--- config.mk ---
export PLATFORM = sky130hd
export DESIGN_NAME = sample_window_min_max_mean_flat
export DESIGN_NICKNAME = d
export VERILOG_FILES = /design/src/sv/smm_pkg.sv /design/src/sv/smm_in_if.sv /design/src/sv/smm_out_if.sv /design/src/sv/smm_ram.sv /design/src/sv/smm_ctrl.sv /design/src/sv/smm_dp.sv /design/src/sv/sample_window_min_max_mean.sv /design/src/flat_wrapper.sv
export VERILOG_INCLUDE_DIRS = /design/src /design/src/sv
export SDC_FILE = /design/constraint.sdc
export NUM_CORES = 1
export LEC_CHECK = 0
export ABC_AREA = 1
export ABC_CLOCK_PERIOD_IN_PS = 4800
export BUFFER_PORTS_ARGS = -buffer_cell sky130_fd_sc_hd__buf_2
export CORE_ASPECT_RATIO = 1.75
export CORE_UTILIZATION = 25
export DETAILED_ROUTE_END_ITERATION = 12
export GPL_ROUTABILITY_DRIVEN = 0
export MAX_ROUTING_LAYER = met4
export SLEW_MARGIN = 20
export SYNTH_ARGS = -nofsm -noshare
export SYNTH_HDL_FRONTEND = slang
export SYNTH_HIERARCHICAL = 1
export SYNTH_SLANG_ARGS = --single-unit
--- constraint.sdc ---
create_clock -name clk -period 4.8 [get_ports clk]
set_clock_uncertainty 0.1 [all_clocks]
set_input_delay 0.96 -clock clk [delete_from_list [all_inputs] [get_ports clk]]
set_output_delay 0.96 -clock clk [all_outputs]
set_load 0.02 [all_outputs]
--- src/sv/sample_window_min_max_mean_defines.svh ---
// Assertion macros shared by the sample window block.
// Each macro expects signals named clk and arst_n in the including scope.
`ifndef SAMPLE_WINDOW_MIN_MAX_MEAN_DEFINES_SVH
`define SAMPLE_WINDOW_MIN_MAX_MEAN_DEFINES_SVH

// Same-cycle implication, checked outside reset.
`define SMM_ASSERT_IMP(lbl, ante, cons, msg) \
	lbl: assert property (@(posedge clk) disable iff (!arst_n) (ante) |-> (cons)) \
		else $error(msg);

// Next-cycle implication, checked outside reset.
`define SMM_ASSERT_NXT(lbl, ante, cons, msg) \
	lbl: assert property (@(posedge clk) disable iff (!arst_n) (ante) |=> (cons)) \
		else $error(msg);

`endif

--- src/sv/smm_pkg.sv ---
// Shared types for the sample window min/max/mean block.
// No dependencies; used by the controller, the datapath and the interfaces.
package smm_pkg;

	typedef logic signed [7:0] sample_t;
	typedef logic [7:0]        count8_t;

	// Commands from the controller to the datapath.
	typedef struct packed {
		logic accept;    // latch the new sample and read the slot it replaces
		logic update;    // update ring, sum, count and extremes; start the divider
		logic div_step;  // one quotient bit
		logic load_out;  // move the finished result into the output register
	} cmd_t;

	// Status from the datapath to the controller.
	typedef struct packed {
		logic div_last;  // the current divider step yields the last quotient bit
	} stat_t;

endpackage

--- src/sv/smm_in_if.sv ---
// Input channel carrying one temperature sample per item.
// Depends on smm_pkg for the sample type.
interface smm_in_if;
	import smm_pkg::*;

	logic    valid;
	logic    ready;
	sample_t sample;

	modport source (output valid, output sample, input ready);
	modport sink (input valid, input sample, output ready);
endinterface

--- src/sv/smm_out_if.sv ---
// Output channel carrying one statistics result per item.
// Depends on smm_pkg for the field types.
interface smm_out_if;
	import smm_pkg::*;

	logic    valid;
	logic    ready;
	sample_t current;
	sample_t minimum;
	sample_t maximum;
	sample_t mean;
	count8_t filled;

	modport source (output valid, output current, output minimum, output maximum,
		output mean, output filled, input ready);
	modport sink (input valid, input current, input minimum, input maximum,
		input mean, input filled, output ready);
endinterface

--- src/sv/smm_ram.sv ---
// Generic single-write, single-read RAM with registered read data.
// No dependencies.
module smm_ram #(
	parameter int WIDTH = 8,
	parameter int DEPTH = 128
) (
	input  logic                                      clk,
	input  logic                                      we,
	input  logic [((DEPTH > 1) ? $clog2(DEPTH) : 1)-1:0] waddr,
	input  logic [WIDTH-1:0]                          wdata,
	input  logic                                      re,
	input  logic [((DEPTH > 1) ? $clog2(DEPTH) : 1)-1:0] raddr,
	output logic [WIDTH-1:0]                          rdata
);
	logic [WIDTH-1:0] mem_q [DEPTH];

	always_ff @(posedge clk) begin
		if (we) begin
			mem_q[waddr] <= wdata;
		end
		if (re) begin
			rdata <= mem_q[raddr];
		end
	end
endmodule

--- src/sv/smm_ctrl.sv ---
// Controller state machine of the sample window block.
// Depends on smm_pkg and the assertion macros header.
`include "sample_window_min_max_mean_defines.svh"

module smm_ctrl (
	input  logic          clk,
	input  logic          arst_n,
	input  logic          in_valid,
	output logic          in_ready,
	output logic          out_valid,
	input  logic          out_ready,
	output smm_pkg::cmd_t cmd,
	input  smm_pkg::stat_t stat
);
	import smm_pkg::*;

	localparam logic [1:0] S_IDLE = 2'd0;
	localparam logic [1:0] S_READ = 2'd1;
	localparam logic [1:0] S_DIV  = 2'd2;
	localparam logic [1:0] S_OUT  = 2'd3;

	logic [1:0] state_q, state_d;
	logic       out_valid_q;

	assign in_ready  = (state_q == S_IDLE);
	assign out_valid = out_valid_q;

	always_comb begin
		state_d      = state_q;
		cmd          = '0;
		unique case (state_q)
			S_IDLE: begin
				if (in_valid) begin
					cmd.accept = 1'b1;
					state_d    = S_READ;
				end
			end
			S_READ: begin
				cmd.update = 1'b1;
				state_d    = S_DIV;
			end
			S_DIV: begin
				cmd.div_step = 1'b1;
				if (stat.div_last) begin
					state_d = S_OUT;
				end
			end
			S_OUT: begin
				if (!out_valid_q || out_ready) begin
					cmd.load_out = 1'b1;
					state_d      = S_IDLE;
				end
			end
			default: state_d = S_IDLE;
		endcase
	end

	always_ff @(posedge clk or negedge arst_n) begin
		if (!arst_n) begin
			state_q     <= S_IDLE;
			out_valid_q <= 1'b0;
		end else begin
			state_q <= state_d;
			if (cmd.load_out) begin
				out_valid_q <= 1'b1;
			end else if (out_ready) begin
				out_valid_q <= 1'b0;
			end
		end
	end

	`SMM_ASSERT_NXT(a_accept_reads, in_valid && in_ready, state_q == S_READ, "accept did not start a read")
	`SMM_ASSERT_IMP(a_load_free, cmd.load_out, !out_valid_q || out_ready, "result overwritten")
	`SMM_ASSERT_NXT(a_update_divides, cmd.update, state_q == S_DIV, "divider not started")
endmodule

--- src/sv/smm_dp.sv ---
// Datapath of the sample window block: ring memory, running sum, count,
// extremes, bit-serial divider and output register. Depends on smm_pkg, smm_ram.
module smm_dp #(
	parameter int WINDOW = 128
) (
	input  logic             clk,
	input  logic             arst_n,
	input  smm_pkg::cmd_t    cmd,
	output smm_pkg::stat_t   stat,
	input  smm_pkg::sample_t sample,
	output smm_pkg::sample_t current,
	output smm_pkg::sample_t minimum,
	output smm_pkg::sample_t maximum,
	output smm_pkg::sample_t mean,
	output smm_pkg::count8_t filled
);
	import smm_pkg::*;

	localparam int AW  = (WINDOW > 1) ? $clog2(WINDOW) : 1;
	localparam int CW  = $clog2(WINDOW + 1);
	localparam int SW  = 8 + CW;
	localparam int DCW = $clog2(SW);

	logic [AW-1:0]        pos_q;
	logic [CW-1:0]        cnt_q;
	logic signed [SW-1:0] sum_q;
	sample_t              lo_q, hi_q, smp_q;
	sample_t              old_smp;

	logic                 full;
	logic signed [SW-1:0] sum_sub, sum_new, old_ext, smp_ext;
	logic [CW-1:0]        cnt_new;

	// Divider state. The remainder always stays below the count.
	logic [SW-1:0]  quo_q;
	logic [CW-1:0]  rem_q;
	logic           neg_q;
	logic [DCW-1:0] step_q;
	logic [CW:0]    rem_sh, divisor;
	logic           fits;
	logic [7:0]     quo8;

	smm_ram #(.WIDTH(8), .DEPTH(WINDOW)) u_ring (
		.clk   (clk),
		.we    (cmd.update),
		.waddr (pos_q),
		.wdata (smp_q),
		.re    (cmd.accept),
		.raddr (pos_q),
		.rdata (old_smp)
	);

	assign full    = (cnt_q == CW'(WINDOW));
	assign old_ext = {{(SW-8){old_smp[7]}}, old_smp};
	assign smp_ext = {{(SW-8){smp_q[7]}}, smp_q};
	assign sum_sub = full ? (sum_q - old_ext) : sum_q;
	assign sum_new = sum_sub + smp_ext;
	assign cnt_new = full ? cnt_q : (cnt_q + CW'(1));

	assign divisor  = {1'b0, cnt_q};
	assign rem_sh   = {rem_q, quo_q[SW-1]};
	assign fits     = (rem_sh >= divisor);
	assign stat.div_last = (step_q == DCW'(SW - 1));

	always_ff @(posedge clk or negedge arst_n) begin
		if (!arst_n) begin
			pos_q  <= '0;
			cnt_q  <= '0;
			sum_q  <= '0;
			lo_q   <= 8'sd127;
			hi_q   <= -8'sd128;
			step_q <= '0;
		end else begin
			if (cmd.update) begin
				pos_q  <= (pos_q == AW'(WINDOW - 1)) ? '0 : (pos_q + AW'(1));
				cnt_q  <= cnt_new;
				sum_q  <= sum_new;
				step_q <= '0;
				if (smp_q < lo_q) begin
					lo_q <= smp_q;
				end
				if (smp_q > hi_q) begin
					hi_q <= smp_q;
				end
			end else if (cmd.div_step) begin
				step_q <= step_q + DCW'(1);
			end
		end
	end

	always_ff @(posedge clk) begin
		if (cmd.accept) begin
			smp_q <= sample;
		end
		if (cmd.update) begin
			// The magnitude of the most negative sum still fits as unsigned.
			quo_q <= sum_new[SW-1] ? SW'(-sum_new) : SW'(sum_new);
			neg_q <= sum_new[SW-1];
			rem_q <= '0;
		end else if (cmd.div_step) begin
			rem_q <= fits ? CW'(rem_sh - divisor) : rem_sh[CW-1:0];
			quo_q <= {quo_q[SW-2:0], fits};
		end
	end

	assign quo8 = quo_q[7:0];

	always_ff @(posedge clk) begin
		if (cmd.load_out) begin
			current <= smp_q;
			minimum <= lo_q;
			maximum <= hi_q;
			mean    <= neg_q ? sample_t'(-quo8) : sample_t'(quo8);
			filled  <= count8_t'(cnt_q);
		end
	end
endmodule

--- src/sv/sample_window_min_max_mean.sv ---
// Top level of the sample window min/max/mean block.
// Depends on smm_pkg, smm_in_if, smm_out_if, smm_ctrl, smm_dp and smm_ram.
//
//  channel   | dir | interface  | payload
//  ----------+-----+------------+-------------------------------------------
//  samples   | in  | smm_in_if  | sample (signed 8)
//  results   | out | smm_out_if | current, minimum, maximum, mean (signed 8),
//            |     |            | filled (unsigned 8)
//
// Each item goes through these steps: accept and read the slot it replaces,
// update the ring, sum, count and extremes, run the bit-serial divider at one
// quotient bit per cycle (8 + clog2(WINDOW+1) bits), then load the output
// register. The divider loop sets the rate.
// Reset is asynchronous and active low; it empties the window, sets the
// extremes so the first sample becomes both, and needs no clearing pass.
// A result waiting on results.ready holds the output register; the block
// finishes the next item and waits only when it would overwrite that result.
module sample_window_min_max_mean #(
	parameter int WINDOW = 128
) (
	input logic        clk,
	input logic        arst_n,
	smm_in_if.sink     samples,
	smm_out_if.source  results
);
	import smm_pkg::*;

	cmd_t  cmd;
	stat_t stat;

	// The controller sequences each item; the datapath holds all values.
	smm_ctrl u_ctrl (
		.clk       (clk),
		.arst_n    (arst_n),
		.in_valid  (samples.valid),
		.in_ready  (samples.ready),
		.out_valid (results.valid),
		.out_ready (results.ready),
		.cmd       (cmd),
		.stat      (stat)
	);

	smm_dp #(.WINDOW(WINDOW)) u_dp (
		.clk     (clk),
		.arst_n  (arst_n),
		.cmd     (cmd),
		.stat    (stat),
		.sample  (samples.sample),
		.current (results.current),
		.minimum (results.minimum),
		.maximum (results.maximum),
		.mean    (results.mean),
		.filled  (results.filled)
	);
endmodule
--- src/flat_wrapper.sv ---
// flat-port wrapper written by rule: the top's interface ports become plain ports
module sample_window_min_max_mean_flat import smm_pkg::*;
#(
	parameter int WINDOW = 128
)
  (clk, arst_n, samples_valid, samples_sample, samples_ready, results_valid, results_current, results_minimum, results_maximum, results_mean, results_filled, results_ready);
  smm_in_if samples_i ();
  smm_out_if results_i ();
  input logic clk;
  input logic arst_n;
  input wire logic [$bits(samples_i.valid)-1:0] samples_valid;
  input wire logic [$bits(samples_i.sample)-1:0] samples_sample;
  output wire logic [$bits(samples_i.ready)-1:0] samples_ready;
  output wire logic [$bits(results_i.valid)-1:0] results_valid;
  output wire logic [$bits(results_i.current)-1:0] results_current;
  output wire logic [$bits(results_i.minimum)-1:0] results_minimum;
  output wire logic [$bits(results_i.maximum)-1:0] results_maximum;
  output wire logic [$bits(results_i.mean)-1:0] results_mean;
  output wire logic [$bits(results_i.filled)-1:0] results_filled;
  input wire logic [$bits(results_i.ready)-1:0] results_ready;
  assign samples_i.valid = samples_valid;
  assign samples_i.sample = samples_sample;
  assign samples_ready = samples_i.ready;
  assign results_valid = results_i.valid;
  assign results_current = results_i.current;
  assign results_minimum = results_i.minimum;
  assign results_maximum = results_i.maximum;
  assign results_mean = results_i.mean;
  assign results_filled = results_i.filled;
  assign results_i.ready = results_ready;
  sample_window_min_max_mean #(.WINDOW(WINDOW)) u_core (.clk(clk), .arst_n(arst_n), .samples(samples_i), .results(results_i));
endmodule
* Word level (Yosys, flattened, before mapping) *
Memory sizes are Yosys's and may differ from the RTL's. A register that Yosys moved wholly into a read port is not among the register bits.
Index checks and enable logic that the tools add are counted.

operators by class
  order comparisons = 3
  add/sub/neg operators = 8
  reduce and logical (&&, ||, !) cells = 9
  bitwise gates (word level) = 1
  equal/unequal tests = 9
  mux-type cells = 23

operators by type and width
  operator             number
  $mux 16              4
  $add 16x8->16        1
  $mux 8               2
  $neg 16->16          1
  $sub 16x8->16        1
  $mux 1               10
  $ge 9x8->1           1
  $add 8x1->8 const B  1
  $eq 8x8->1 const B   1
  $gt 8x8->1           1
  $lt 8x8->1           1
  $mux 4               2
  $neg 8->8            1
  $pmux 2 s4           1
  $sub 8x8->8          1
  $add 7x1->7 const B  1
  $eq 7x7->1 const B   1
  $mux 7               1
  $mux 2               3
  $reduce_and 2->1     3
  $add 4x1->4 const B  1
  $eq 2x2->1 const B   2
  $eq 4x4->1 const B   1
  $ne 2x2->1 const B   2
  8 further kinds      9

word-level totals
  bits of input ports = 12
  logic and storage cells = 71
  register bits = 127
  RAM bits = 1024
  memories kept = 1

memories
  memory                    depth  bits a word  rd ports  clocked after Yosys merged registers in  write ports  line           RTL
  u_core.u_dp.u_ring.mem_q  128    8            1         1                                        1            smm_ram.sv:15  logic [WIDTH-1:0] mem_q [DEPTH];

* Longest topological paths before layout *
  word-level depth = 6
  depth in mapped cells = 29
  mapped depth without buffers = 29

* Cells and area by module *
Netlist, hierarchy kept.

by module, submodules not included
  module    cells each  area an instance (um^2)  instances  sequential area each (um^2)
  smm_ram   3575        42184.2                  1          30989.7
  smm_dp    985         8005.2                   1          3398.3
  smm_ctrl  31          236.5                    1          75.1

* Least setup slack after synthesis *
No wires, ideal clock.

  path type = reg-to-reg
  from = register u_core.u_dp.smp_q[0]
  to = register u_core.u_dp.quo_q[14] (data pin)
  arrival = 3.944 ns
  setup time = 0.252 ns
  slack = 0.504 ns
  required time = 4.448 ns
  cell stages (with the launch flop) = 20
  cell sequence = edfxtp_1 -> ha_1 -> inv_1 -> fa_1 -> inv_1 -> nand3_1 -> nand2_2 -> nand2_1 -> nand2_1 -> nand3_2 -> nor2_2 -> nand2_1 -> nor2_1 -> nand2_1 -> nand2_1 -> nand2_1 -> nand2_2 -> nand2_1 -> nand2_1 -> nand2_1

on the way
  word-level cells in the longest chain between the ends = 4

ends and longest elaborated chain
  what                    line           RTL
  start, declared         smm_dp.sv:27   sample_t lo_q, hi_q, smp_q;
  start signal, assigned  smm_dp.sv:93   smp_q <= sample;
  $add 16x8->16 *         smm_dp.sv:57   assign sum_new = sum_sub + smp_ext;
  $neg 16->16             smm_dp.sv:97   quo_q <= sum_new[SW-1] ? SW'(-sum_new) : SW'(sum_new);
  $mux 16 *               smm_dp.sv:97
  $mux 16 *               smm_dp.sv:95   if (cmd.update) begin
  end signal, assigned    smm_dp.sv:97
  end signal, assigned    smm_dp.sv:102  quo_q <= {quo_q[SW-2:0], fits};
  end, declared           smm_dp.sv:35   logic [SW-1:0] quo_q;

Every way passes the cells marked *; elsewhere a longest branch is shown, timed or not.
A chain may end at the register's enable or synchronous reset.

* Worst setup path after layout *
  from = register u_core.u_dp.sum_q[0]
  to = register u_core.u_dp.quo_q[11] (data pin)

on the way
  word-level cells in the longest chain between the ends = 6

ends and longest elaborated chain
  what                    line          RTL
  start, declared         smm_dp.sv:26  logic signed [SW-1:0] sum_q;
  start signal, assigned  smm_dp.sv:77  sum_q <= sum_new;
  $sub 16x8->16           smm_dp.sv:56  assign sum_sub = full ? (sum_q - old_ext) : sum_q;
  $mux 16 *               smm_dp.sv:56
  $add 16x8->16 *         smm_dp.sv:57
  $neg 16->16             smm_dp.sv:97
  $mux 16 *               smm_dp.sv:97
  $mux 16 *               smm_dp.sv:95

Marks and branches as above.

==> summary.md <==
| Metric | Value |
|---|---|
| Status | `finished, final reports clean` |
| Overall power | `approximately 34000 uW` |
| DRC Markers | `0` |
| Initial antenna violation count | `2` |
| Worst EP required | `~5200 ps` |
| Tcrit/Tclk final | `roughly nine tenths` |
| Area leader, netlist | `edfxtp_1` |
| Most used routing layer | `met2` |
| Buf/Inv on CP | `1` |
| Post-CTS setup buffers | `0` |
| CTS tree | `yes` |
| Routed WL per cell | `18.9 um` |
| Worst-path fanout max | `5` |
| CTS Root Cell | `clkbuf_16` |
| Largest net degree at the start of global routing | `roughly 190` |
| Final min period | `4360 ps` |
| DIE AREA | `204000 sq um` |
| Syn-to-layout area delta | `12.7%` |
| Hold buffer count at CTS | `0` |
| Total Wirelength | `139 mm` |
| Critical Path Max Stage Delay | `approximately 420 ps` |
| Clock latency at the later pin of the worst-skew pair | `between 700 and 800 ps` |
| Register bit total from synthesis | `between 1000 and 1500` |
| Top cell by count, worst path | `nand2_1` |
| Syn nets | `roughly 4700` |
| CTS buffer count | `just under 100` |
| CP Class | `flip-flop to flip-flop` |
| Htree depth | `3` |
| Worst-path clk slew | `around 70 ps` |
| Layout cells sized above 1 | `between 7 and 8%` |
| CP Data Arrival Time | `4720 ps` |
| Post_cts resized | `0` |
| TNS Setup | `0 ps` |
| Die height | `approximately 600 um` |
| Initial Util | `between 20% and 30%` |
| DRT Pass-1 Iters | `5` |
| Max-capacitance violation count | `0` |
| GR Util All Layers | `between 10 and 15%` |
| Ys async rst share | `under 10%` |
| Row Count | `217` |
| Met3 usage | `1.43%` |
| DPL Wire Length | `between 80 and 90 mm` |
| Setup crit end kind | `flip-flop` |
| Post-Place Cell Area | `~54000 sq um` |
| Setup WS post-layout | `445 ps` |
| P_leak | `approximately 0.021 uW` |
| Post-synth top flop | `edfxtp_1` |
| Mapped Cells | `between 4000 and 5000` |
| Core area | `roughly 200000 sq um` |
| Met2 Use GR | `25.8%` |
| Max Freq | `230 MHz` |
| DRT iter0 DRCs | `roughly 2300` |
| Post-synth top cells | `nand2_1 (1516), edfxtp_1 (1097), nand3_1 (992), nor2_1 (180), inv_1 (171)` |
| # IOs | `54` |
| Mean post-synth cell area | `11.0 sq um` |
| CP top delay family | `simple AND/OR/NAND/NOR gates` |
| Via count | `between 30000 and 40000` |
| Post-Syn Area | `50400 sq um` |
| Area share of the largest cell type after synthesis | `65.3%` |
| Synth unique cells | `54` |
| Nets | `about 4700` |
| Final setup fails | `0` |
| Vias per std cell | `4.62` |
| Die Wd | `~340 um` |
| Startpoint types | `flip-flop` |
| Final ANT Viol Nets | `0` |
| Crit-path slowest cell | `fa_1` |
| Most frequent cell after synthesis | `nand2_1` |
| Global routing usage on met1 | `between 10 and 15%` |
| Fin util | `between 20 and 30%` |
| Final Cell Area | `between 50000 and 60000 sq um` |
| Worst slack at placement | `approximately 510 ps` |
| Sequential area share after synthesis | `about two thirds` |
| # port buffers | `53` |
| Final hold vios | `0` |
| RSZ-0062 raised after global routing | `false` |
| Synth area leaders | `edfxtp_1 (65%), nand2_1 (11%), nand3_1 (9.8%)` |
| Synth warn | `6` |
| EDFF count, synth | `1097` |
| Global-route wire length before repair | `~210 mm` |
| Pwr/cell area | `around 600 nW/um^2` |
| Worst Max-Slew Pin Slew | `1160 ps` |
| Vias in the first global route | `about 34000` |
| Slew Limit Fails | `0` |
| Total gr overflow | `0` |
| CTS max path bufs | `3` |
| TritonCTS sink count | `~1200` |
| HP Class | `primary input to async pin` |
| Slew HR | `about 23%` |
| Worst vdd ir | `roughly 0.43 mV` |
==> layer usage <==
| metal | share of wire (%) | wire, um | vias to the layer above |
|---|---|---|---|
| met5 | 0 | 0 | - |
| met2 | 55 | 76000 | 996 |
| met1 | 35 | 48100 | 16500 |
| li1 | - | - | 15900 |
| met3 | 4.2 | 5770 | 335 |
| met4 | 6.2 | 8650 | 0 |
==> cell type report <==
class,instances,area [sq um]
Clock buffer,110,2480
Timing Repair Buffer,158,1190
Clock inverter,71,797
Inverter,179,698
Fill cell,20500,143000
Multi-Input combinational cell,3006,13900
Antenna cell,1,2.50
Sequential cell,1159,34500
Tap cell,2628,3290
==> cells in the final DEF (no fill, tap or decap), types with 12 or more instances in the layout <==
cell,n
xnor2_1,12
buf_2,53
o21ai_0,67
nor3_1,20
clkinv_2,15
nor2_1,180
bufinv_16,12
ha_1,63
nand3_1,992
inv_1,170
nand2_1,1511
clkinv_1,28
edfxtp_1,1097
clkbuf_16,97
xor2_1,25
dfrtp_1,42
nand2_2,14
buf_4,94
a21oi_1,38
nand4_1,15
clkbuf_1,13
==> registers in the layout, indices dropped and copies added (netlist names) <==
name	cells
u_core/u_dp/filled	8
u_core/u_dp/maximum	8
u_core/u_dp/mean	8
u_core/u_dp/minimum	8
u_core/u_dp/cnt_q	8
u_core/u_dp/u_ring/mem_q	1024
u_core/u_ctrl/state_q	2
u_core/u_dp/sum_q	16
u_core/u_dp/smp_q	8
u_core/u_dp/pos_q	7
u_core/u_dp/neg_q	1
u_core/u_dp/current	8
u_core/u_dp/step_q	4
u_core/u_dp/rem_q	8
u_core/u_dp/hi_q	8
u_core/u_dp/u_ring/rdata	8
u_core/u_dp/quo_q	16
u_core/u_ctrl/out_valid	1
u_core/u_dp/lo_q	8
==> stage by stage <==
stage / instances / hold WS (ps)
4_1_cts: 7311 / 293
6_report: 7312 / 317
3_3_place_gp: 7130 / 370
3_5_place_dp: 7130 / 364
5_1_grt: 7312 / 321
2_1_floorplan: 4591 / 345
==> final timing paths <==
check                      slack [ps]  cells past startpoint               endpoint            startpoint
max                               440                     26  u_core/u_dp/quo_q[11]  u_core/u_dp/sum_q[0]
min                               320                      2    u_core/u_dp/hi_q[0]                arst_n
max reg2reg                       440                     26  u_core/u_dp/quo_q[11]  u_core/u_dp/sum_q[0]
min reg2reg                       370                      2   u_core/u_dp/rem_q[1]  u_core/u_dp/rem_q[1]
max in group asynchronous        3620                      2   u_core/u_dp/pos_q[2]                arst_n
min in group clk                  340                      1   u_core/u_dp/smp_q[7]     samples_sample[7]
==> cell families (layout without fill, tap and decap cells) <==
| kind of cell | after synthesis | after routing | share of synthesized area (%) |
|---|---|---|---|
| AOI/OAI and AO/OA | 133 | 133 | 1.46 |
| DFF | 1159 | 1159 | 68.3 |
| xor gates and xnor gates | 38 | 38 | 0.675 |
| other | 0 | 1 | 0 |
| adders and majority gates | 67 | 67 | 1.71 |
| buffers and inverters | 426 | 518 | 4.19 |
| and+or+nand+nor | 2768 | 2768 | 23.6 |
==> power by group <==
| group | internal, uW | total [uW] | switching, uW |
|---|---|---|---|
| clock | 4410 | 8170 | 3760 |
| combinational | 3700 | 13200 | 9530 |
| sequential | 12100 | 12900 | 731 |
| total | 20200 | 34300 | 14000 |
(Power assumes the default switching activity.)
